### src/rtl/tghd_pkg.sv
`timescale 1ns / 1ps

package tghd_pkg;

  localparam int SAMPLE_BITS_DEF = 12;
  localparam int LEVEL_BITS      = 10;
  localparam int LEVEL_MAX       = 1000;
  localparam int BASE_BITS       = 10;
  localparam int DIFF_BITS       = 11;
  localparam int COUNT_BITS      = 8;
  localparam int CFG_DATA_BITS   = 11;
  localparam int CFG_IDX_BITS    = 3;

  localparam logic [COUNT_BITS-1:0] COUNT_MAX = '1;

  localparam logic [BASE_BITS-1:0]  BASELINE_RST      = BASE_BITS'(0);
  localparam logic [DIFF_BITS-1:0]  ON_LEVEL_RST      = DIFF_BITS'(50);
  localparam logic [DIFF_BITS-1:0]  OFF_LEVEL_RST     = DIFF_BITS'(30);
  localparam logic [DIFF_BITS-1:0]  MIN_DELTA_RST     = DIFF_BITS'(20);
  localparam logic [COUNT_BITS-1:0] TREND_NEEDED_RST  = COUNT_BITS'(3);
  localparam logic [BASE_BITS-1:0]  STABLE_BAND_RST   = BASE_BITS'(5);
  localparam logic [COUNT_BITS-1:0] STABLE_NEEDED_RST = COUNT_BITS'(10);

  typedef enum logic [CFG_IDX_BITS-1:0] {
    REG_BASELINE,
    REG_ON_LEVEL,
    REG_OFF_LEVEL,
    REG_MIN_DELTA,
    REG_TREND_NEEDED,
    REG_STABLE_BAND,
    REG_STABLE_NEEDED
  } cfg_index_t;

  typedef struct packed {
    logic [BASE_BITS-1:0]  baseline;
    logic [DIFF_BITS-1:0]  on_level;
    logic [DIFF_BITS-1:0]  off_level;
    logic [DIFF_BITS-1:0]  min_delta;
    logic [COUNT_BITS-1:0] trend_needed;
    logic [BASE_BITS-1:0]  stable_band;
    logic [COUNT_BITS-1:0] stable_needed;
  } cfg_t;

  typedef struct packed {
    logic                  valid;
    logic [LEVEL_BITS-1:0] level;
  } level_beat_t;

endpackage

### src/rtl/tghd_if.sv
`timescale 1ns / 1ps

interface tghd_sample_if #(
  parameter int SAMPLE_BITS = 12
) ();
  logic                   valid;
  logic                   ready;
  logic [SAMPLE_BITS-1:0] sample;

  modport source (output valid, output sample, input ready);
  modport sink (input valid, input sample, output ready);
endinterface

interface tghd_result_if ();
  logic       valid;
  logic       ready;
  logic [9:0] level;
  logic       active;
  logic       done_res;

  modport source (output valid, output level, output active, output done_res, input ready);
  modport sink (input valid, input level, input active, input done_res, output ready);
endinterface

### src/rtl/tghd_scale.sv
`timescale 1ns / 1ps

module tghd_scale import tghd_pkg::*; #(
  parameter int SAMPLE_BITS = SAMPLE_BITS_DEF
) (
  input  logic         clk,
  input  logic         rst,
  tghd_sample_if.sink  samples,
  output level_beat_t  beat,
  input  logic         beat_ready
);

  localparam int NW = SAMPLE_BITS + 11;
  localparam int MW = NW + 1;
  localparam int PW = NW + MW;
  localparam int K  = 2 * SAMPLE_BITS + 12;

  localparam longint unsigned FS    = (longint'(1) << SAMPLE_BITS) - 1;
  localparam longint unsigned DIV   = 2 * FS;
  localparam longint unsigned RECIP = (longint'(1) << K) / DIV;

  localparam logic [NW-1:0] FS_N    = NW'(FS);
  localparam logic [NW-1:0] DIV_N   = NW'(DIV);
  localparam logic [MW-1:0] RECIP_M = MW'(RECIP);

  logic                   va;
  logic                   vb;
  logic                   vc;
  logic [SAMPLE_BITS-1:0] sa;
  logic [NW-1:0]          nb;
  logic [LEVEL_BITS-1:0]  qb;
  logic [LEVEL_BITS-1:0]  level;

  logic                   ready_a;
  logic                   ready_b;
  logic                   ready_c;
  logic [NW-1:0]          s_ext;
  logic [NW-1:0]          n;
  logic [PW-1:0]          prod;
  logic [LEVEL_BITS-1:0]  q_est;
  logic [NW-1:0]          qd;
  logic [NW-1:0]          rem;
  logic [LEVEL_BITS-1:0]  level_next;

  assign ready_c       = !vc || beat_ready;
  assign ready_b       = !vb || ready_c;
  assign ready_a       = !va || ready_b;
  assign samples.ready = ready_a;

  // The scaled numerator is sample * 2000 + FS; 2000 is formed as 2048 - 32 - 16.
  always_comb begin
    s_ext = NW'(sa);
    n     = (s_ext << 11) - (s_ext << 5) - (s_ext << 4) + FS_N;
    prod  = PW'(n) * PW'(RECIP_M);
    q_est = prod[K +: LEVEL_BITS];
  end

  // The reciprocal estimate is low by at most one; one compare corrects it.
  always_comb begin
    qd         = NW'(qb) * DIV_N;
    rem        = nb - qd;
    level_next = qb + LEVEL_BITS'(rem >= DIV_N);
  end

  always_ff @(posedge clk) begin
    if (rst) begin
      va <= 1'b0;
      vb <= 1'b0;
      vc <= 1'b0;
    end else begin
      if (ready_a) va <= samples.valid;
      if (ready_b) vb <= va;
      if (ready_c) vc <= vb;
    end
  end

  always_ff @(posedge clk) begin
    if (ready_a && samples.valid) sa <= samples.sample;
    if (ready_b && va) begin
      nb <= n;
      qb <= q_est;
    end
    if (ready_c && vb) level <= level_next;
  end

  assign beat.valid = vc;
  assign beat.level = level;

endmodule

### src/rtl/tghd_detect.sv
`timescale 1ns / 1ps

module tghd_detect import tghd_pkg::*; (
  input  logic          clk,
  input  logic          rst,
  input  cfg_t          cfg,
  input  level_beat_t   beat,
  output logic          beat_ready,
  tghd_result_if.source results
);

  logic                  have_last;
  logic [LEVEL_BITS-1:0] last_level;
  logic [COUNT_BITS-1:0] rise_count;
  logic                  active_flag;
  logic                  ever_active;
  logic [COUNT_BITS-1:0] settle_count;
  logic                  done_flag;

  logic                  out_valid;
  logic [LEVEL_BITS-1:0] out_level;

  logic [LEVEL_BITS-1:0] change;
  logic [COUNT_BITS-1:0] rise_count_next;
  logic                  active_next;
  logic                  ever_active_next;
  logic [COUNT_BITS-1:0] settle_count_next;
  logic [COUNT_BITS-1:0] settle_step;
  logic                  done_flag_next;
  logic signed [11:0]    d;
  logic signed [11:0]    on_ext;
  logic signed [11:0]    off_ext;
  logic signed [11:0]    min_ext;
  logic                  take;

  assign beat_ready = !out_valid || results.ready;
  assign take       = beat.valid && beat_ready;

  always_comb begin
    d       = signed'({2'b00, beat.level}) - signed'({2'b00, cfg.baseline});
    on_ext  = 12'(signed'(cfg.on_level));
    off_ext = 12'(signed'(cfg.off_level));
    min_ext = 12'(signed'(cfg.min_delta));

    change          = '0;
    rise_count_next = rise_count;
    if (have_last) begin
      change = (beat.level > last_level) ? beat.level - last_level : last_level - beat.level;
      if (beat.level > last_level) begin
        rise_count_next = (rise_count == COUNT_MAX) ? rise_count : rise_count + 1'b1;
      end else begin
        rise_count_next = '0;
      end
    end

    if (active_flag) begin
      active_next = d > off_ext;
    end else begin
      active_next = (d > min_ext) && (rise_count_next >= cfg.trend_needed) && (d > on_ext);
    end

    ever_active_next  = ever_active || active_next;
    settle_count_next = active_next ? '0 : settle_count;
    done_flag_next    = done_flag;
    settle_step       = '0;
    if (ever_active && !active_next && !done_flag) begin
      if (change < cfg.stable_band) begin
        settle_step = (settle_count == COUNT_MAX) ? settle_count : settle_count + 1'b1;
      end
      settle_count_next = settle_step;
      done_flag_next    = settle_step >= cfg.stable_needed;
    end
  end

  always_ff @(posedge clk) begin
    if (rst) begin
      have_last    <= 1'b0;
      last_level   <= '0;
      rise_count   <= '0;
      active_flag  <= 1'b0;
      ever_active  <= 1'b0;
      settle_count <= '0;
      done_flag    <= 1'b0;
      out_valid    <= 1'b0;
    end else begin
      if (beat_ready) out_valid <= beat.valid;
      if (take) begin
        have_last    <= 1'b1;
        last_level   <= beat.level;
        rise_count   <= rise_count_next;
        active_flag  <= active_next;
        ever_active  <= ever_active_next;
        settle_count <= settle_count_next;
        done_flag    <= done_flag_next;
      end
    end
  end

  always_ff @(posedge clk) begin
    if (take) out_level <= beat.level;
  end

  assign results.valid    = out_valid;
  assign results.level    = out_level;
  assign results.active   = active_flag;
  assign results.done_res = done_flag;

endmodule

### src/rtl/trend_gated_hysteresis_detector.sv
`timescale 1ns / 1ps

// Trend-gated hysteresis detector.
// Raw converter samples arrive on the samples channel, one per transaction, and each
// produces exactly one transaction on the results channel: the sample scaled to
// thousandths of full scale, the hysteresis active flag and the sticky settle flag.
// Both channels use valid/ready; a transaction completes when both are high.
// Registers are written through wr_en, wr_index and wr_data; the user must write them
// only while the block is idle, which the block itself does not enforce. Writes to an
// unused index are ignored. An accepted sample passes through four registers to its
// result: an input register, the reciprocal multiply, the one-step quotient correction
// and the result register that also holds the detector state.
// Throughput is one sample per cycle. When the receiver stalls, the pipeline fills
// and then samples.ready drops; no transaction is lost.
// Synchronous reset empties the pipeline, clears all detector state and restores
// the register defaults.
module trend_gated_hysteresis_detector import tghd_pkg::*; #(
  parameter int SAMPLE_BITS = SAMPLE_BITS_DEF
) (
  input  logic                     clk,
  input  logic                     rst,
  input  logic                     wr_en,
  input  logic [CFG_IDX_BITS-1:0]  wr_index,
  input  logic [CFG_DATA_BITS-1:0] wr_data,
  tghd_sample_if.sink              samples,
  tghd_result_if.source            results
);

  cfg_t        cfg;
  level_beat_t beat;
  logic        beat_ready;

  always_ff @(posedge clk) begin
    if (rst) begin
      cfg.baseline      <= BASELINE_RST;
      cfg.on_level      <= ON_LEVEL_RST;
      cfg.off_level     <= OFF_LEVEL_RST;
      cfg.min_delta     <= MIN_DELTA_RST;
      cfg.trend_needed  <= TREND_NEEDED_RST;
      cfg.stable_band   <= STABLE_BAND_RST;
      cfg.stable_needed <= STABLE_NEEDED_RST;
    end else if (wr_en) begin
      unique case (cfg_index_t'(wr_index))
        REG_BASELINE:      cfg.baseline      <= wr_data[BASE_BITS-1:0];
        REG_ON_LEVEL:      cfg.on_level      <= wr_data[DIFF_BITS-1:0];
        REG_OFF_LEVEL:     cfg.off_level     <= wr_data[DIFF_BITS-1:0];
        REG_MIN_DELTA:     cfg.min_delta     <= wr_data[DIFF_BITS-1:0];
        REG_TREND_NEEDED:  cfg.trend_needed  <= wr_data[COUNT_BITS-1:0];
        REG_STABLE_BAND:   cfg.stable_band   <= wr_data[BASE_BITS-1:0];
        REG_STABLE_NEEDED: cfg.stable_needed <= wr_data[COUNT_BITS-1:0];
        default: ;
      endcase
    end
  end

  tghd_scale #(
    .SAMPLE_BITS(SAMPLE_BITS)
  ) u_scale (
    .clk        (clk),
    .rst        (rst),
    .samples    (samples),
    .beat       (beat),
    .beat_ready (beat_ready)
  );

  tghd_detect u_detect (
    .clk        (clk),
    .rst        (rst),
    .cfg        (cfg),
    .beat       (beat),
    .beat_ready (beat_ready),
    .results    (results)
  );

endmodule
### src/flat_wrapper.sv
// flat-port wrapper written by rule: the top's interface ports become plain ports
module trend_gated_hysteresis_detector_flat import tghd_pkg::*;
#(
  parameter int SAMPLE_BITS = SAMPLE_BITS_DEF
)
  (clk, rst, wr_en, wr_index, wr_data, samples_valid, samples_sample, samples_ready, results_valid, results_level, results_active, results_done_res, results_ready);
  tghd_sample_if #(.SAMPLE_BITS(SAMPLE_BITS)) samples_i ();
  tghd_result_if results_i ();
  input  logic clk;
  input  logic rst;
  input  logic wr_en;
  input  logic [CFG_IDX_BITS-1:0] wr_index;
  input  logic [CFG_DATA_BITS-1:0] wr_data;
  input wire logic [$bits(samples_i.valid)-1:0] samples_valid;
  input wire logic [$bits(samples_i.sample)-1:0] samples_sample;
  output wire logic [$bits(samples_i.ready)-1:0] samples_ready;
  output wire logic [$bits(results_i.valid)-1:0] results_valid;
  output wire logic [$bits(results_i.level)-1:0] results_level;
  output wire logic [$bits(results_i.active)-1:0] results_active;
  output wire logic [$bits(results_i.done_res)-1:0] results_done_res;
  input wire logic [$bits(results_i.ready)-1:0] results_ready;
  assign samples_i.valid = samples_valid;
  assign samples_i.sample = samples_sample;
  assign samples_ready = samples_i.ready;
  assign results_valid = results_i.valid;
  assign results_level = results_i.level;
  assign results_active = results_i.active;
  assign results_done_res = results_i.done_res;
  assign results_i.ready = results_ready;
  trend_gated_hysteresis_detector #(.SAMPLE_BITS(SAMPLE_BITS)) u_core (.clk(clk), .rst(rst), .wr_en(wr_en), .wr_index(wr_index), .wr_data(wr_data), .samples(samples_i), .results(results_i));
endmodule
### config.mk
export PLATFORM = sky130hd
export DESIGN_NAME = trend_gated_hysteresis_detector_flat
export DESIGN_NICKNAME = d
export VERILOG_FILES = /design/src/rtl/tghd_pkg.sv /design/src/rtl/tghd_if.sv /design/src/rtl/tghd_scale.sv /design/src/rtl/tghd_detect.sv /design/src/rtl/trend_gated_hysteresis_detector.sv /design/src/flat_wrapper.sv
export SDC_FILE = /design/constraint.sdc
export NUM_CORES = 1
export LEC_CHECK = 0
export BUFFER_PORTS_ARGS = -buffer_cell sky130_fd_sc_hd__buf_2
export CAP_MARGIN = 20
export CORE_ASPECT_RATIO = 0.7
export CORE_MARGIN = 1
export CORE_UTILIZATION = 40
export CTS_BUF_LIST = sky130_fd_sc_hd__clkbuf_8
export DETAILED_ROUTE_END_ITERATION = 8
export PLACE_DENSITY = 0.67
export SLEW_MARGIN = 40
export SYNTH_ARGS = -nofsm -noshare
export SYNTH_HDL_FRONTEND = slang
export SYNTH_HIERARCHICAL = 1
export SYNTH_SLANG_ARGS = --single-unit
### constraint.sdc
create_clock -name clk -period 7.5 [get_ports clk]
set_clock_uncertainty 0.05 [all_clocks]
set_input_delay 1.5 -clock clk [delete_from_list [all_inputs] [get_ports clk]]
set_output_delay 1.5 -clock clk [all_outputs]
set_load 0.01 [all_outputs]
==> impl_results.html, run 1 <==
<table>
<tr><th>Metric</th><th>Value</th></tr>
<tr><th colspan="2">Synthesis</th></tr>
<tr><td>Mapped Cells</td><td>1543</td></tr>
<tr><td>Synth Net Count</td><td>1862</td></tr>
<tr><td>Async set-or-reset flop fraction in the synthesized netlist</td><td>0</td></tr>
<tr><td>Total number of yosys warnings</td><td>6</td></tr>
<tr><td>Primary flip-flop cell chosen by synthesis mapping</td><td>dfxtp_1</td></tr>
<tr><td>Mean instance size in the synthesized netlist</td><td>~9.3 um2</td></tr>
<tr><td>Sequential cell area fraction in the yosys report</td><td>0.272</td></tr>
<tr><td>Synth cell types</td><td>86</td></tr>
<tr><td>Area of the mapped netlist</td><td>14300 um2</td></tr>
<tr><td>Post-synth EDFFs</td><td>approximately 60</td></tr>
<tr><td>Number of flip-flops and latches in the synthesized netlist</td><td>between 150 and 200</td></tr>
<tr><th colspan="2">Clock tree</th></tr>
<tr><td>Num CTS Buffers</td><td>17</td></tr>
<tr><td>Root buffer cell</td><td>clkbuf_8</td></tr>
<tr><td>Number of sinks on the clock net</td><td>between 150 and 200</td></tr>
<tr><td>Hold buffer count at cts</td><td>0</td></tr>
<tr><td>Worst skew pair latency</td><td>about 0.47 ns</td></tr>
<tr><td>Max clock buf depth</td><td>2</td></tr>
<tr><td>Clock slew at reported path FFs</td><td>0.09 ns</td></tr>
<tr><td>CTS H-tree lvls</td><td>4</td></tr>
<tr><td>CTS tree</td><td>done</td></tr>
<tr><th colspan="2">Placement</th></tr>
<tr><td>Weighted congestion at the end of routability-driven global placement</td><td>between 0.8 and 0.9</td></tr>
<tr><td>Number of input and output port buffers inserted</td><td>44</td></tr>
<tr><td>Estimated wirelength of the detail-placed design</td><td>approximately 28000 um</td></tr>
<tr><td># placed instances</td><td>2087</td></tr>
<tr><th colspan="2">Floorplanning</th></tr>
<tr><td>Floorplan die height</td><td>~160 um</td></tr>
<tr><td>Starting density of the core</td><td>0.410</td></tr>
<tr><td>DIE AREA</td><td>between 30000 and 40000 um2</td></tr>
<tr><td>Core Rows</td><td>57</td></tr>
<tr><td>Die width</td><td>between 200 and 250 um</td></tr>
<tr><td>Num ports</td><td>45</td></tr>
<tr><td>Std-Cell Core Area</td><td>34900 um2</td></tr>
<tr><th colspan="2">STA</th></tr>
<tr><td>Max-slew headroom</td><td>0.479</td></tr>
<tr><td>Count of pins over their slew limit</td><td>0</td></tr>
<tr><td>Final critical path time including I/O delays and setup</td><td>7.46 ns</td></tr>
<tr><td>Peak clock frequency supported by timing</td><td>around 130 MHz</td></tr>
<tr><td>Period Utilization, post-route</td><td>0.995</td></tr>
<tr><td># setup viols final</td><td>0</td></tr>
<tr><td>Unrepaired setup endpoints after global routing</td><td>yes</td></tr>
<tr><td>Slew @ Worst Pin</td><td>~0.78 ns</td></tr>
<tr><td>Final Hold Viols</td><td>0</td></tr>
<tr><th colspan="2">Critical path</th></tr>
<tr><td>Critical path required time</td><td>7.68 ns</td></tr>
<tr><td>Kind of launch point of the worst setup path</td><td>flip-flop</td></tr>
<tr><td>Delay of the slowest cell on the worst path</td><td>approximately 0.64 ns</td></tr>
<tr><td>Type of the setup path with the least slack</td><td>flip-flop to flip-flop</td></tr>
<tr><td>Max stage delay cell, worst path</td><td>fa_2</td></tr>
<tr><td>Reg2reg path depth</td><td>31</td></tr>
<tr><td>Maximum fanout count along the critical path</td><td>5</td></tr>
<tr><td>Kind of capture point of the worst setup path</td><td>flip-flop</td></tr>
<tr><td>Buf/Inv on CP</td><td>6</td></tr>
<tr><td>Crit path DAT</td><td>around 7.6 ns</td></tr>
<tr><td>Critical register-to-register path startpoint</td><td>u_core/u_scale/qb[7]</td></tr>
<tr><td>Crit path from</td><td>u_core/u_scale/qb[7]</td></tr>
<tr><td>Top delay family on crit path</td><td>adder cells</td></tr>
<tr><td>Stages on the worst setup path</td><td>31</td></tr>
<tr><td>Library cell appearing most often on the critical path</td><td>inv_2</td></tr>
<tr><th colspan="2">Drt</th></tr>
<tr><td>Wire length after detailed routing</td><td>between 30000 and 40000 um</td></tr>
<tr><td>Initial DRT Pass Iterations</td><td>5</td></tr>
<tr><td>Vias after detailed routing</td><td>~11000</td></tr>
<tr><td>Vias per Instance</td><td>~5.2</td></tr>
<tr><td>WL/cell</td><td>approximately 16 um</td></tr>
<tr><td>Remaining number of nets flagged by the antenna check after routing</td><td>0</td></tr>
<tr><td>Total DRC errors in the routed layout</td><td>0</td></tr>
<tr><td>First-iteration detailed-routing DRC count</td><td>between 600 and 700</td></tr>
<tr><th colspan="2">Final layout</th></tr>
<tr><td>Fillcell total</td><td>3322</td></tr>
<tr><td>Fraction of final layout cells with drive strength greater than 1</td><td>0.134</td></tr>
<tr><td>Layout net count</td><td>between 1500 and 2000</td></tr>
<tr><td>Number of antenna cells inserted</td><td>0</td></tr>
<tr><td>Signed area change from the synthesized netlist to the final layout</td><td>12.9%</td></tr>
<tr><td>Post-route insts no fill</td><td>~2100</td></tr>
<tr><th colspan="2">GRT</th></tr>
<tr><td>Vias in the first global route</td><td>approximately 11000</td></tr>
<tr><td>Total global routing overflow</td><td>0</td></tr>
<tr><td>Number of antenna violations at the first check in global routing</td><td>0</td></tr>
<tr><td>Pin count of the biggest net entering global routing</td><td>93</td></tr>
<tr><td>Global-route wire length before repair</td><td>55800 um</td></tr>
<tr><td>Global routing usage summed across all routing layers</td><td>0.191</td></tr>
<tr><th colspan="2">Run</th></tr>
<tr><td>Maxcap violations</td><td>0</td></tr>
<tr><th colspan="2">Min path</th></tr>
<tr><td>Origin of the worst min-delay path</td><td>u_core/u_detect/last_level[9]</td></tr>
<tr><td>Worst hold path cell count</td><td>2</td></tr>
<tr><td>Worst hold path class</td><td>flip-flop to flip-flop</td></tr>
<tr><th colspan="2">Outcome</th></tr>
<tr><td>Status</td><td>complete, no violations</td></tr>
</table>
-- metal layers --
layer | vias up | global-route usage | routed length (um)
met3 | 32 | 0.0394 | 1640
met4 | 0 | 0.0439 | 428
met1 | 5250 | 0.280 | 17900
li1 | 5568 | - | -
met2 | 206 | 0.287 | 14600
met5 | - | 0 | 0
-- timing repair --
action | CTS | global route
setup buffers | 2 | 3
hold endpoints to repair | 0 | 0
resized for setup | 17 | 33
setup endpoints to repair | 8 | 9
pin swaps | 25 | 36
-- layout make-up --
class | instances | area (um2) | share of cell area
Clock buffer | 19 | 262 | 0.0162
Clock inverter | 13 | 97.6 | 0.00603
Inverter | 207 | 777 | 0.0480
Multi-Input combinational cell | 1140 | 9840 | 0.608
Sequential cell | 164 | 3890 | 0.241
Tap cell | 472 | 591 | 0.0365
Timing Repair Buffer | 110 | 719 | 0.0445
-- state kept, by name, summed over array words and instances (netlist names), 8 cells and up --
register	cells
u_core/u_scale/sa	12
u_core/u_scale/qb	10
u_core/u_detect/results.level	10
u_core/u_detect/last_level	10
u_core/u_detect/rise_count	8
u_core/u_detect/settle_count	8
u_core/cfg	69
u_core/u_scale/level	10
u_core/u_scale/nb	19
-- stage by stage --
step | worst slack, ns | cell area (um2) | utilization | hold slack [ns] | setup TNS, ns
finish | 0.0387 | 16200 | 0.463 | 0.422 | 0
global route | -0.225 | 16200 | 0.463 | 0.442 | -1.16
CTS | 0.0217 | 16000 | 0.458 | 0.425 | 0
detailed placement | -0.250 | 15500 | 0.445 | 0.411 | -1.27
global placement | -0.0529 | 15500 | 0.444 | 0.392 | -0.0839
floorplan | 0.0131 | 14400 | - | 0.386 | 0
-- synth_stat cells (all sizes together) (42+ instances only) --
cell type,n,area [um2]
a21o,42,315
a21oi,85,425
nor2,94,358
inv,206,773
xnor2,47,412
ha,242,3030
fa,46,921
o21ai,60,300
nand2,75,282
edfxtp,61,1830
mux2i,77,771
nand2b,80,500
dfxtp,103,2060
-- cell usage in the layout (no fill, tap or decap), types with 20 or more instances in the layout --
cell | netlist | layout
xor2_1 | 36 | 34
fa_1 | 46 | 43
buf_4 | 2 | 65
mux2i_1 | 77 | 77
ha_1 | 242 | 227
edfxtp_1 | 61 | 61
nor2_1 | 92 | 90
nand4_1 | 20 | 20
nand2_1 | 75 | 70
o21ai_0 | 52 | 49
inv_1 | 206 | 197
xnor2_1 | 47 | 46
a21o_1 | 42 | 42
nand3_1 | 29 | 25
a21oi_1 | 85 | 81
nand2b_1 | 80 | 80
buf_2 | 7 | 44
dfxtp_1 | 103 | 103
-- worst reg2reg max path, delay by kind of cell, from the launching register on --
kind                       cells  cell delay (ns)
xor gates and xnor gates       4             0.51
DFF                            1             0.44
and+or+nand+nor                7             0.90
buffers and inverters          6             0.59
adders and majority gates      9             3.68
AOI/OAI and AO/OA              5             1.05
-- logic make-up (layout without fill, tap and decap cells) --
kind of cell,after synthesis,in the layout,synth area share
AND/OR/NAND/NOR,391,391,0.143
AO/OA/AOI/OAI,300,300,0.140
adder cells (fa/ha/maj),288,288,0.276
buffers and inverters,239,349,0.0643
flip-flops,164,164,0.272
XOR/XNOR,83,83,0.0507
multiplexers,78,78,0.0548
-- path summary, 6_finish.rpt --
check,endpoint,slack [ns]
worst min register to register,u_core/u_detect/last_level[9],0.42
worst max register to register,u_core/u_scale/level[8],0.04
worst min-delay path,u_core/u_detect/last_level[9],0.42
worst max-delay path,u_core/u_scale/level[8],0.04
Power of run 1 is left out: the tool's default activity adds up to more than one toggle a clock period on the data nets, which glitch-free logic cannot reach.
==> inputs of run 2 (changes only) <==
Settings changed: ABC_AREA from default to 1, SYNTH_HIERARCHICAL 1 to default.
==> run 2 against run 1 <==
  * Setup slack better by 0.30 ns
  * Utilization is 1.8 points lower
  * Via count is 16% higher
  * Flip-flop and latch count stayed put
  * First-iteration DRC count is 85% higher
  * Non-clock buffer count is 42 lower
  * Count of clock-buffer cells in the layout is 1 higher
  * Final cell count is 19% higher
  * Global-route usage is 1.4 points higher
  * Sequential share of layout area is 0.52 points lower
  * Fmax is 4.2% higher
==> impl_results.html, run 2 <==
<table>
<tr><th>Metric</th><th>Value</th></tr>
<tr><th colspan="2">Synthesis</th></tr>
<tr><td>Fraction of the mapped netlist area in adder cells</td><td>0.263</td></tr>
<tr><td>Mapped Cells</td><td>1963</td></tr>
<tr><td>Synth cell types</td><td>52</td></tr>
<tr><td>Top cells by count, synth</td><td>350 x nand2_1, 341 x inv_1, 242 x ha_1</td></tr>
<tr><td>Post-synthesis xor/xnor area fraction</td><td>0.0407</td></tr>
<tr><td>Post-synth EDFFs</td><td>between 60 and 70</td></tr>
<tr><td>Post-synthesis compound-gate area fraction</td><td>0.140</td></tr>
<tr><td>Synth Net Count</td><td>between 2000 and 2500</td></tr>
<tr><td>Async set-or-reset flop fraction in the synthesized netlist</td><td>0</td></tr>
<tr><td>Area of the mapped netlist</td><td>approximately 15000 um2</td></tr>
<tr><td>Sequential cell area fraction in the yosys report</td><td>0.259</td></tr>
<tr><td>Primary flip-flop cell chosen by synthesis mapping</td><td>dfxtp_1</td></tr>
<tr><td>Portion of netlist area occupied by mux cells</td><td>0.000666</td></tr>
<tr><td>Biggest area contributors in the synthesized netlist</td><td>ha_1 20%, dfxtp_1 14%, edfxtp_1 12%</td></tr>
<tr><td>Mean instance size in the synthesized netlist</td><td>approximately 7.7 um2</td></tr>
<tr><td>Biggest area consumer among synthesized cells</td><td>ha_1</td></tr>
<tr><td>Number of flip-flops and latches in the synthesized netlist</td><td>roughly 160</td></tr>
<tr><td>Dominant combinational cell family by area after synthesis</td><td>adder cells</td></tr>
<tr><td>Total number of yosys warnings</td><td>0</td></tr>
<tr><td>Top-area cell type share of the netlist area</td><td>0.201</td></tr>
<tr><td>Most numerous cell in the Yosys netlist</td><td>nand2_1</td></tr>
<tr><td>Post-Synth Simple-Gate Area</td><td>0.203</td></tr>
<tr><th colspan="2">Final layout</th></tr>
<tr><td>Number of antenna cells inserted</td><td>0</td></tr>
<tr><td>Commonest cells after routing, fill and taps aside</td><td>348 x nand2_1, 338 x inv_1, 236 x ha_1, 183 x a21oi_1, 117 x nor2_1</td></tr>
<tr><td>Biggest regs</td><td>u_core.cfg x69, u_core.u_scale.nb x19, u_core.u_scale.sa x12</td></tr>
<tr><td>Utilization after layout</td><td>0.445</td></tr>
<tr><td>Fraction of final layout cells with drive strength greater than 1</td><td>0.104</td></tr>
<tr><td>Flip-flop count of the largest register, all copies and words added</td><td>69</td></tr>
<tr><td>Largest register by flop count</td><td>u_core.cfg</td></tr>
<tr><td>Signed area change from the synthesized netlist to the final layout</td><td>9.97%</td></tr>
<tr><td>Layout net count</td><td>roughly 2300</td></tr>
<tr><td>Most frequent standard cell in the layout excluding fill and tap cells</td><td>nand2_1</td></tr>
<tr><th colspan="2">Clock tree</th></tr>
<tr><td>CTS H-tree lvls</td><td>4</td></tr>
<tr><td>Worst skew pair latency</td><td>roughly 0.47 ns</td></tr>
<tr><td>Root buffer cell</td><td>clkbuf_8</td></tr>
<tr><td>Max clock buf depth</td><td>2</td></tr>
<tr><td>CTS tree</td><td>done</td></tr>
<tr><td>Clock slew at reported path FFs</td><td>~0.09 ns</td></tr>
<tr><td>Number of sinks on the clock net</td><td>approximately 160</td></tr>
<tr><td>Hold buffer count at cts</td><td>0</td></tr>
<tr><td>Num CTS Buffers</td><td>17</td></tr>
<tr><th colspan="2">Critical path</th></tr>
<tr><td>Type of the setup path with the least slack</td><td>flip-flop to flip-flop</td></tr>
<tr><td>Library cell appearing most often on the critical path</td><td>inv_1</td></tr>
<tr><td>Reg2reg path depth</td><td>31</td></tr>
<tr><td>Delay of the slowest cell on the worst path</td><td>0.60 ns</td></tr>
<tr><td>Crit path DAT</td><td>between 7 and 8 ns</td></tr>
<tr><td>Kind of capture point of the worst setup path</td><td>flip-flop</td></tr>
<tr><td>Buf/Inv on CP</td><td>5</td></tr>
<tr><td>Kind of launch point of the worst setup path</td><td>flip-flop</td></tr>
<tr><td>Critical register-to-register path startpoint</td><td>u_core.u_scale.qb[5]</td></tr>
<tr><td>FF-to-FF setup slack</td><td>between 0.3 and 0.4 ns</td></tr>
<tr><td>Critical path required time</td><td>7.67 ns</td></tr>
<tr><td>Max stage delay cell, worst path</td><td>fa_2</td></tr>
<tr><td>Top delay family on crit path</td><td>adder cells</td></tr>
<tr><td>Maximum fanout count along the critical path</td><td>6</td></tr>
<tr><td>End of the worst register-to-register path</td><td>u_core.u_scale.level[8]</td></tr>
<tr><th colspan="2">Floorplanning</th></tr>
<tr><td>Std-Cell Core Area</td><td>roughly 37000 um2</td></tr>
<tr><td>Starting density of the core</td><td>0.405</td></tr>
<tr><td>Die width</td><td>about 230 um</td></tr>
<tr><td>Core Rows</td><td>between 50 and 60</td></tr>
<tr><td>Num ports</td><td>45</td></tr>
<tr><td>Floorplan die height</td><td>roughly 160 um</td></tr>
<tr><td>DIE AREA</td><td>38400 um2</td></tr>
<tr><th colspan="2">STA</th></tr>
<tr><td>Final critical path time including I/O delays and setup</td><td>roughly 7.2 ns</td></tr>
<tr><td>Period Utilization, post-route</td><td>0.955</td></tr>
<tr><td>Final Hold Viols</td><td>0</td></tr>
<tr><td># setup viols final</td><td>0</td></tr>
<tr><td>Max-slew headroom</td><td>0.462</td></tr>
<tr><td>Post-Route Hold Slack</td><td>just over 0.4 ns</td></tr>
<tr><td>Peak clock frequency supported by timing</td><td>between 100 and 150 MHz</td></tr>
<tr><td>Slew @ Worst Pin</td><td>~0.8 ns</td></tr>
<tr><td>Count of pins over their slew limit</td><td>0</td></tr>
<tr><th colspan="2">Drt</th></tr>
<tr><td>WL/cell</td><td>about 15 um</td></tr>
<tr><td>First-iteration detailed-routing DRC count</td><td>1162</td></tr>
<tr><td>Remaining number of nets flagged by the antenna check after routing</td><td>0</td></tr>
<tr><td>Initial DRT Pass Iterations</td><td>7</td></tr>
<tr><td>Vias per Instance</td><td>between 5 and 6</td></tr>
<tr><td>Vias after detailed routing</td><td>roughly 13000</td></tr>
<tr><td>Wire length after detailed routing</td><td>approximately 39000 um</td></tr>
<tr><td>Total DRC errors in the routed layout</td><td>0</td></tr>
<tr><th colspan="2">GRT</th></tr>
<tr><td>Total global routing overflow</td><td>0</td></tr>
<tr><td>Global-route wire length before repair</td><td>approximately 62000 um</td></tr>
<tr><td>Global routing usage summed across all routing layers</td><td>0.206</td></tr>
<tr><td>Pin count of the biggest net entering global routing</td><td>86</td></tr>
<tr><td>Number of antenna violations at the first check in global routing</td><td>0</td></tr>
<tr><td>Vias in the first global route</td><td>roughly 12000</td></tr>
<tr><th colspan="2">Outcome</th></tr>
<tr><td>Status</td><td>complete, no violations</td></tr>
<tr><th colspan="2">Run</th></tr>
<tr><td>Maxcap violations</td><td>0</td></tr>
<tr><th colspan="2">Min path</th></tr>
<tr><td>Worst hold path cell count</td><td>2</td></tr>
<tr><td>Endpoint of the worst hold path</td><td>u_core.cfg[68]</td></tr>
<tr><td>Worst hold path class</td><td>flip-flop to flip-flop</td></tr>
<tr><td>Origin of the worst min-delay path</td><td>u_core.cfg[68]</td></tr>
<tr><th colspan="2">Placement</th></tr>
<tr><td>Number of input and output port buffers inserted</td><td>44</td></tr>
<tr><td>Weighted congestion at the end of routability-driven global placement</td><td>~0.95</td></tr>
<tr><td>Estimated wirelength of the detail-placed design</td><td>31600 um</td></tr>
</table>
==> run 2: cell types whose count changed after synthesis, moves of 22 or more <==
cell	delta
a21oi_1	+106
xnor2_1	-22
nand2b_1	-80
nand2_1	+275
nand3_1	+47
mux2i_1	-76
o21ai_0	+66
nand2_2	+22
inv_1	+135
nor2_1	+29
a21o_1	-29
==> run 2: layout make-up <==
| type | count | area [um2] |
|---|---|---|
| Clock buffer | 20 | 275 |
| Clock inverter | 12 | 119 |
| Fill cell | 3653 | 20600 |
| Inverter | 351 | 1320 |
| Multi-Input combinational cell | 1424 | 9920 |
| Sequential cell | 164 | 3890 |
| Tap cell | 488 | 611 |
| Timing Repair Buffer | 68 | 400 |
==> run 2: metrics by stage <==
| stage | instance area, um2 | worst slack [ns] | instances | TNS [ns] |
|---|---|---|---|---|
| after floorplan | 15000 | 0.608 | 1963 | 0 |
| after global placement | 15900 | 0.0459 | 2488 | 0 |
| after detailed placement | 15900 | -0.119 | 2488 | -0.234 |
| after CTS | 16300 | 0.0183 | 2522 | 0 |
| after global routing | 16500 | -0.0576 | 2527 | -0.162 |
| final | 16500 | 0.336 | 2527 | 0 |
==> run 2: how the worst max path moves through the flow <==
stage / from / end / slack (ns) / cells after the start
2_1_floorplan: u_core.u_scale.qb[8] / u_core.u_scale.level[8] / 0.61 / 32
3_3_place_gp: u_core.u_scale.qb[5] / u_core.u_scale.level[8] / 0.05 / 30
3_5_place_dp: u_core.u_scale.qb[5] / u_core.u_scale.level[8] / -0.12 / 30
4_1_cts: u_core.u_scale.qb[4] / u_core.u_scale.level[8] / 0.02 / 30
5_1_grt: u_core.u_scale.qb[1] / u_core.u_scale.level[9] / -0.06 / 33
6_report: u_core.u_scale.qb[5] / u_core.u_scale.level[8] / 0.34 / 31
==> run 2: worst min-delay path, stage by stage (launching register included) <==
cell,delay [ns]
dfxtp_1,0.31
inv_1,0.06
a21oi_1,0.06
==> run 2: cells by family (layout without fill, tap and decap cells) <==
logic type,Yosys count,after routing
fa+ha+maj,288,288
simple gates,681,681
buf+inv,375,451
compound gates,385,385
flops,164,164
mux,1,1
xor+xnor,69,69
==> run 2: timing repair <==
action                                  CTS  global route
pin swaps                                 0             5
gates resized for setup                   5            38
buffers inserted                          2             5
endpoints found under the setup margin    5             9
==> run 2: metal layers <==
metal | track usage | routed length [um]
met1 | 0.339 | 21200
met3 | 0.0345 | 2740
met2 | 0.270 | 14700
met5 | 0 | 0
met4 | 0.0372 | 299
Power of run 2 is left out for the same reason.
==> inputs of run 3 (changes only) <==
Settings changed: PLACE_DENSITY 0.67 to 0.65, SKIP_CTS_REPAIR_TIMING from default to 1.
Clock period 7.5 ns to 6.65 ns, I/O delays scaled along.
==> run 3 against run 2 <==
  * The run now ends with negative setup slack left
  * Worst hold slack is essentially flat
  * Count of clock-buffer cells in the layout down 2
  * Setup slack got worse by 0.56 ns
  * Final cell count rose by 3.3%
  * Routed wire length up 3.3%
  * Utilization grew 2.2 points
  * Fmax increased by 4.2%
  * Die area is the same
  * Global-route usage increased by 0.19 points
  * Sequential share of layout area is 1.1 points lower
  * Via count increased by 3.9%
  * Design area up 5.0%
==> impl_results.html, run 3 (same netlist as run 2, synthesis figures left out) <==
<table>
<tr><th>Metric</th><th>Value</th></tr>
<tr><th colspan="2">GRT</th></tr>
<tr><td>Number of antenna violations at the first check in global routing</td><td>0</td></tr>
<tr><td>Pin count of the biggest net entering global routing</td><td>77</td></tr>
<tr><td>Global routing usage summed across all routing layers</td><td>0.208</td></tr>
<tr><td>Vias in the first global route</td><td>11618</td></tr>
<tr><td>Total global routing overflow</td><td>0</td></tr>
<tr><td>Global-route wire length before repair</td><td>62000 um</td></tr>
<tr><th colspan="2">Critical path</th></tr>
<tr><td>Kind of launch point of the worst setup path</td><td>flip-flop</td></tr>
<tr><td>Max stage delay cell, worst path</td><td>fa_1</td></tr>
<tr><td>Maximum fanout count along the critical path</td><td>4</td></tr>
<tr><td>Delay of the slowest cell on the worst path</td><td>slightly below 0.6 ns</td></tr>
<tr><td>Critical path required time</td><td>about 6.9 ns</td></tr>
<tr><td>Type of the setup path with the least slack</td><td>flip-flop to flip-flop</td></tr>
<tr><td>Crit path from</td><td>u_core.u_scale.qb[6]</td></tr>
<tr><td>Kind of capture point of the worst setup path</td><td>flip-flop</td></tr>
<tr><td>Crit path DAT</td><td>7.14 ns</td></tr>
<tr><td>Critical register-to-register path startpoint</td><td>u_core.u_scale.qb[6]</td></tr>
<tr><td>End of the worst register-to-register path</td><td>u_core.u_scale.level[7]</td></tr>
<tr><td>Reg2reg path depth</td><td>31</td></tr>
<tr><td>Library cell appearing most often on the critical path</td><td>fa_1</td></tr>
<tr><td>FF-to-FF setup slack</td><td>-0.22 ns</td></tr>
<tr><th colspan="2">Floorplanning</th></tr>
<tr><td>Floorplan die height</td><td>164 um</td></tr>
<tr><td>Core Rows</td><td>59</td></tr>
<tr><td>DIE AREA</td><td>between 30000 and 40000 um2</td></tr>
<tr><td>Die width</td><td>between 200 and 250 um</td></tr>
<tr><td>Std-Cell Core Area</td><td>around 37000 um2</td></tr>
<tr><td>Starting density of the core</td><td>0.405</td></tr>
<tr><td>Num ports</td><td>45</td></tr>
<tr><th colspan="2">STA</th></tr>
<tr><td>Period Utilization, post-route</td><td>1.03</td></tr>
<tr><td>Worst-case setup margin in the final layout</td><td>-0.223 ns</td></tr>
<tr><td>Summed negative setup slack over all endpoints</td><td>-1.10 ns</td></tr>
<tr><td>Peak clock frequency supported by timing</td><td>roughly 150 MHz</td></tr>
<tr><td># setup viols final</td><td>7</td></tr>
<tr><td>Max-slew headroom</td><td>0.476</td></tr>
<tr><td>Final Hold Viols</td><td>0</td></tr>
<tr><td>Unrepaired setup endpoints after global routing</td><td>yes</td></tr>
<tr><td>Slew @ Worst Pin</td><td>0.780 ns</td></tr>
<tr><td>Count of pins over their slew limit</td><td>0</td></tr>
<tr><td>Final critical path time including I/O delays and setup</td><td>between 6 and 7 ns</td></tr>
<tr><td>Post-Route Hold Slack</td><td>0.413 ns</td></tr>
<tr><th colspan="2">Drt</th></tr>
<tr><td>Total DRC errors in the routed layout</td><td>0</td></tr>
<tr><td>First-iteration detailed-routing DRC count</td><td>roughly 1000</td></tr>
<tr><td>Remaining number of nets flagged by the antenna check after routing</td><td>0</td></tr>
<tr><td>WL/cell</td><td>between 15 and 20 um</td></tr>
<tr><td>Vias per Instance</td><td>around 5.1</td></tr>
<tr><td>Initial DRT Pass Iterations</td><td>7</td></tr>
<tr><td>Vias after detailed routing</td><td>13337</td></tr>
<tr><td>Wire length after detailed routing</td><td>40300 um</td></tr>
<tr><th colspan="2">Final layout</th></tr>
<tr><td>Biggest regs</td><td>u_core.cfg x69, u_core.u_scale.nb x19, u_core.u_scale.sa x12</td></tr>
<tr><td>Flip-flop count of the largest register, all copies and words added</td><td>69</td></tr>
<tr><td>Fraction of final layout cells with drive strength greater than 1</td><td>0.154</td></tr>
<tr><td>Most frequent standard cell in the layout excluding fill and tap cells</td><td>nand2_1</td></tr>
<tr><td>Signed area change from the synthesized netlist to the final layout</td><td>15.5%</td></tr>
<tr><td>Largest register by flop count</td><td>u_core.cfg</td></tr>
<tr><td>Layout net count</td><td>around 2400</td></tr>
<tr><td>Number of antenna cells inserted</td><td>0</td></tr>
<tr><td>Non-Filler Cell Area, Final</td><td>17400 um2</td></tr>
<tr><td>Commonest cells after routing, fill and taps aside</td><td>341 x nand2_1, 336 x inv_1, 228 x ha_1, 174 x a21oi_1, 115 x nor2_1</td></tr>
<tr><th colspan="2">Min path</th></tr>
<tr><td>Worst hold path cell count</td><td>2</td></tr>
<tr><td>Endpoint of the worst hold path</td><td>u_core.cfg[65]</td></tr>
<tr><td>Origin of the worst min-delay path</td><td>u_core.cfg[65]</td></tr>
<tr><td>Worst hold path class</td><td>flip-flop to flip-flop</td></tr>
<tr><th colspan="2">Clock tree</th></tr>
<tr><td>Num CTS Buffers</td><td>17</td></tr>
<tr><td>Clock slew at reported path FFs</td><td>about 0.090 ns</td></tr>
<tr><td>CTS tree</td><td>done</td></tr>
<tr><td>CTS H-tree lvls</td><td>4</td></tr>
<tr><td>Worst skew pair latency</td><td>just under 0.5 ns</td></tr>
<tr><td>Max clock buf depth</td><td>2</td></tr>
<tr><td>Root buffer cell</td><td>clkbuf_8</td></tr>
<tr><td>Number of sinks on the clock net</td><td>164</td></tr>
<tr><th colspan="2">Run</th></tr>
<tr><td>Maxcap violations</td><td>0</td></tr>
<tr><th colspan="2">Placement</th></tr>
<tr><td>Cell area reported after detailed placement</td><td>16600 um2</td></tr>
<tr><td>Weighted congestion at the end of routability-driven global placement</td><td>about 0.94</td></tr>
<tr><td>Setup Slack @ Placement</td><td>-0.468 ns</td></tr>
<tr><td>Estimated wirelength of the detail-placed design</td><td>around 32000 um</td></tr>
<tr><td>Number of input and output port buffers inserted</td><td>44</td></tr>
<tr><th colspan="2">Outcome</th></tr>
<tr><td>Status</td><td>finished, violations left</td></tr>
<tr><td>Violated checks</td><td>negative setup slack</td></tr>
</table>
run 3: layout make-up:
cell class	instances	area, um2
multi-input cells	1424	10200
fillers	3658	19800
repair buffers	151	1030
inverters	351	1320
clock inverters	14	116
flip-flops and latches	164	3890
well taps	488	611
clock buffers	18	248
run 3: worst max-delay path, delay by kind of cell (launching register included):
family	cells	cell delay, ns
DFF	1	0.42
xor gates and xnor gates	2	0.33
adders and majority gates	8	3.46
buffers and inverters	7	0.60
and+or+nand+nor	7	0.84
AOI/OAI and AO/OA	7	1.01
run 3: worst max-delay path by stage:
stage               cells past startpoint                 endpoint  slack (ns)
finish                                 31  u_core.u_scale.level[7]       -0.22
global route                           31  u_core.u_scale.level[9]       -0.53
CTS                                    31  u_core.u_scale.level[9]       -0.52
detailed placement                     31  u_core.u_scale.level[9]       -0.47
global placement                       32  u_core.u_scale.level[9]       -0.31
floorplan                              32  u_core.u_scale.level[8]        0.01
run 3: routing by layer:
layer,GRT usage,share of wire
met1,0.346,0.54
met2,0.271,0.39
met3,0.0313,0.068
met4,0.0384,0.0075
met5,0,0
run 3: through the flow:
| stage | cells | util |
|---|---|---|
| floorplan | 1963 | - |
| CTS | 2597 | 0.456 |
| finish | 2610 | 0.468 |
| global route | 2610 | 0.468 |
| detailed placement | 2565 | 0.446 |
| global placement | 2564 | 0.445 |
Power of run 3 is left out for the same reason.
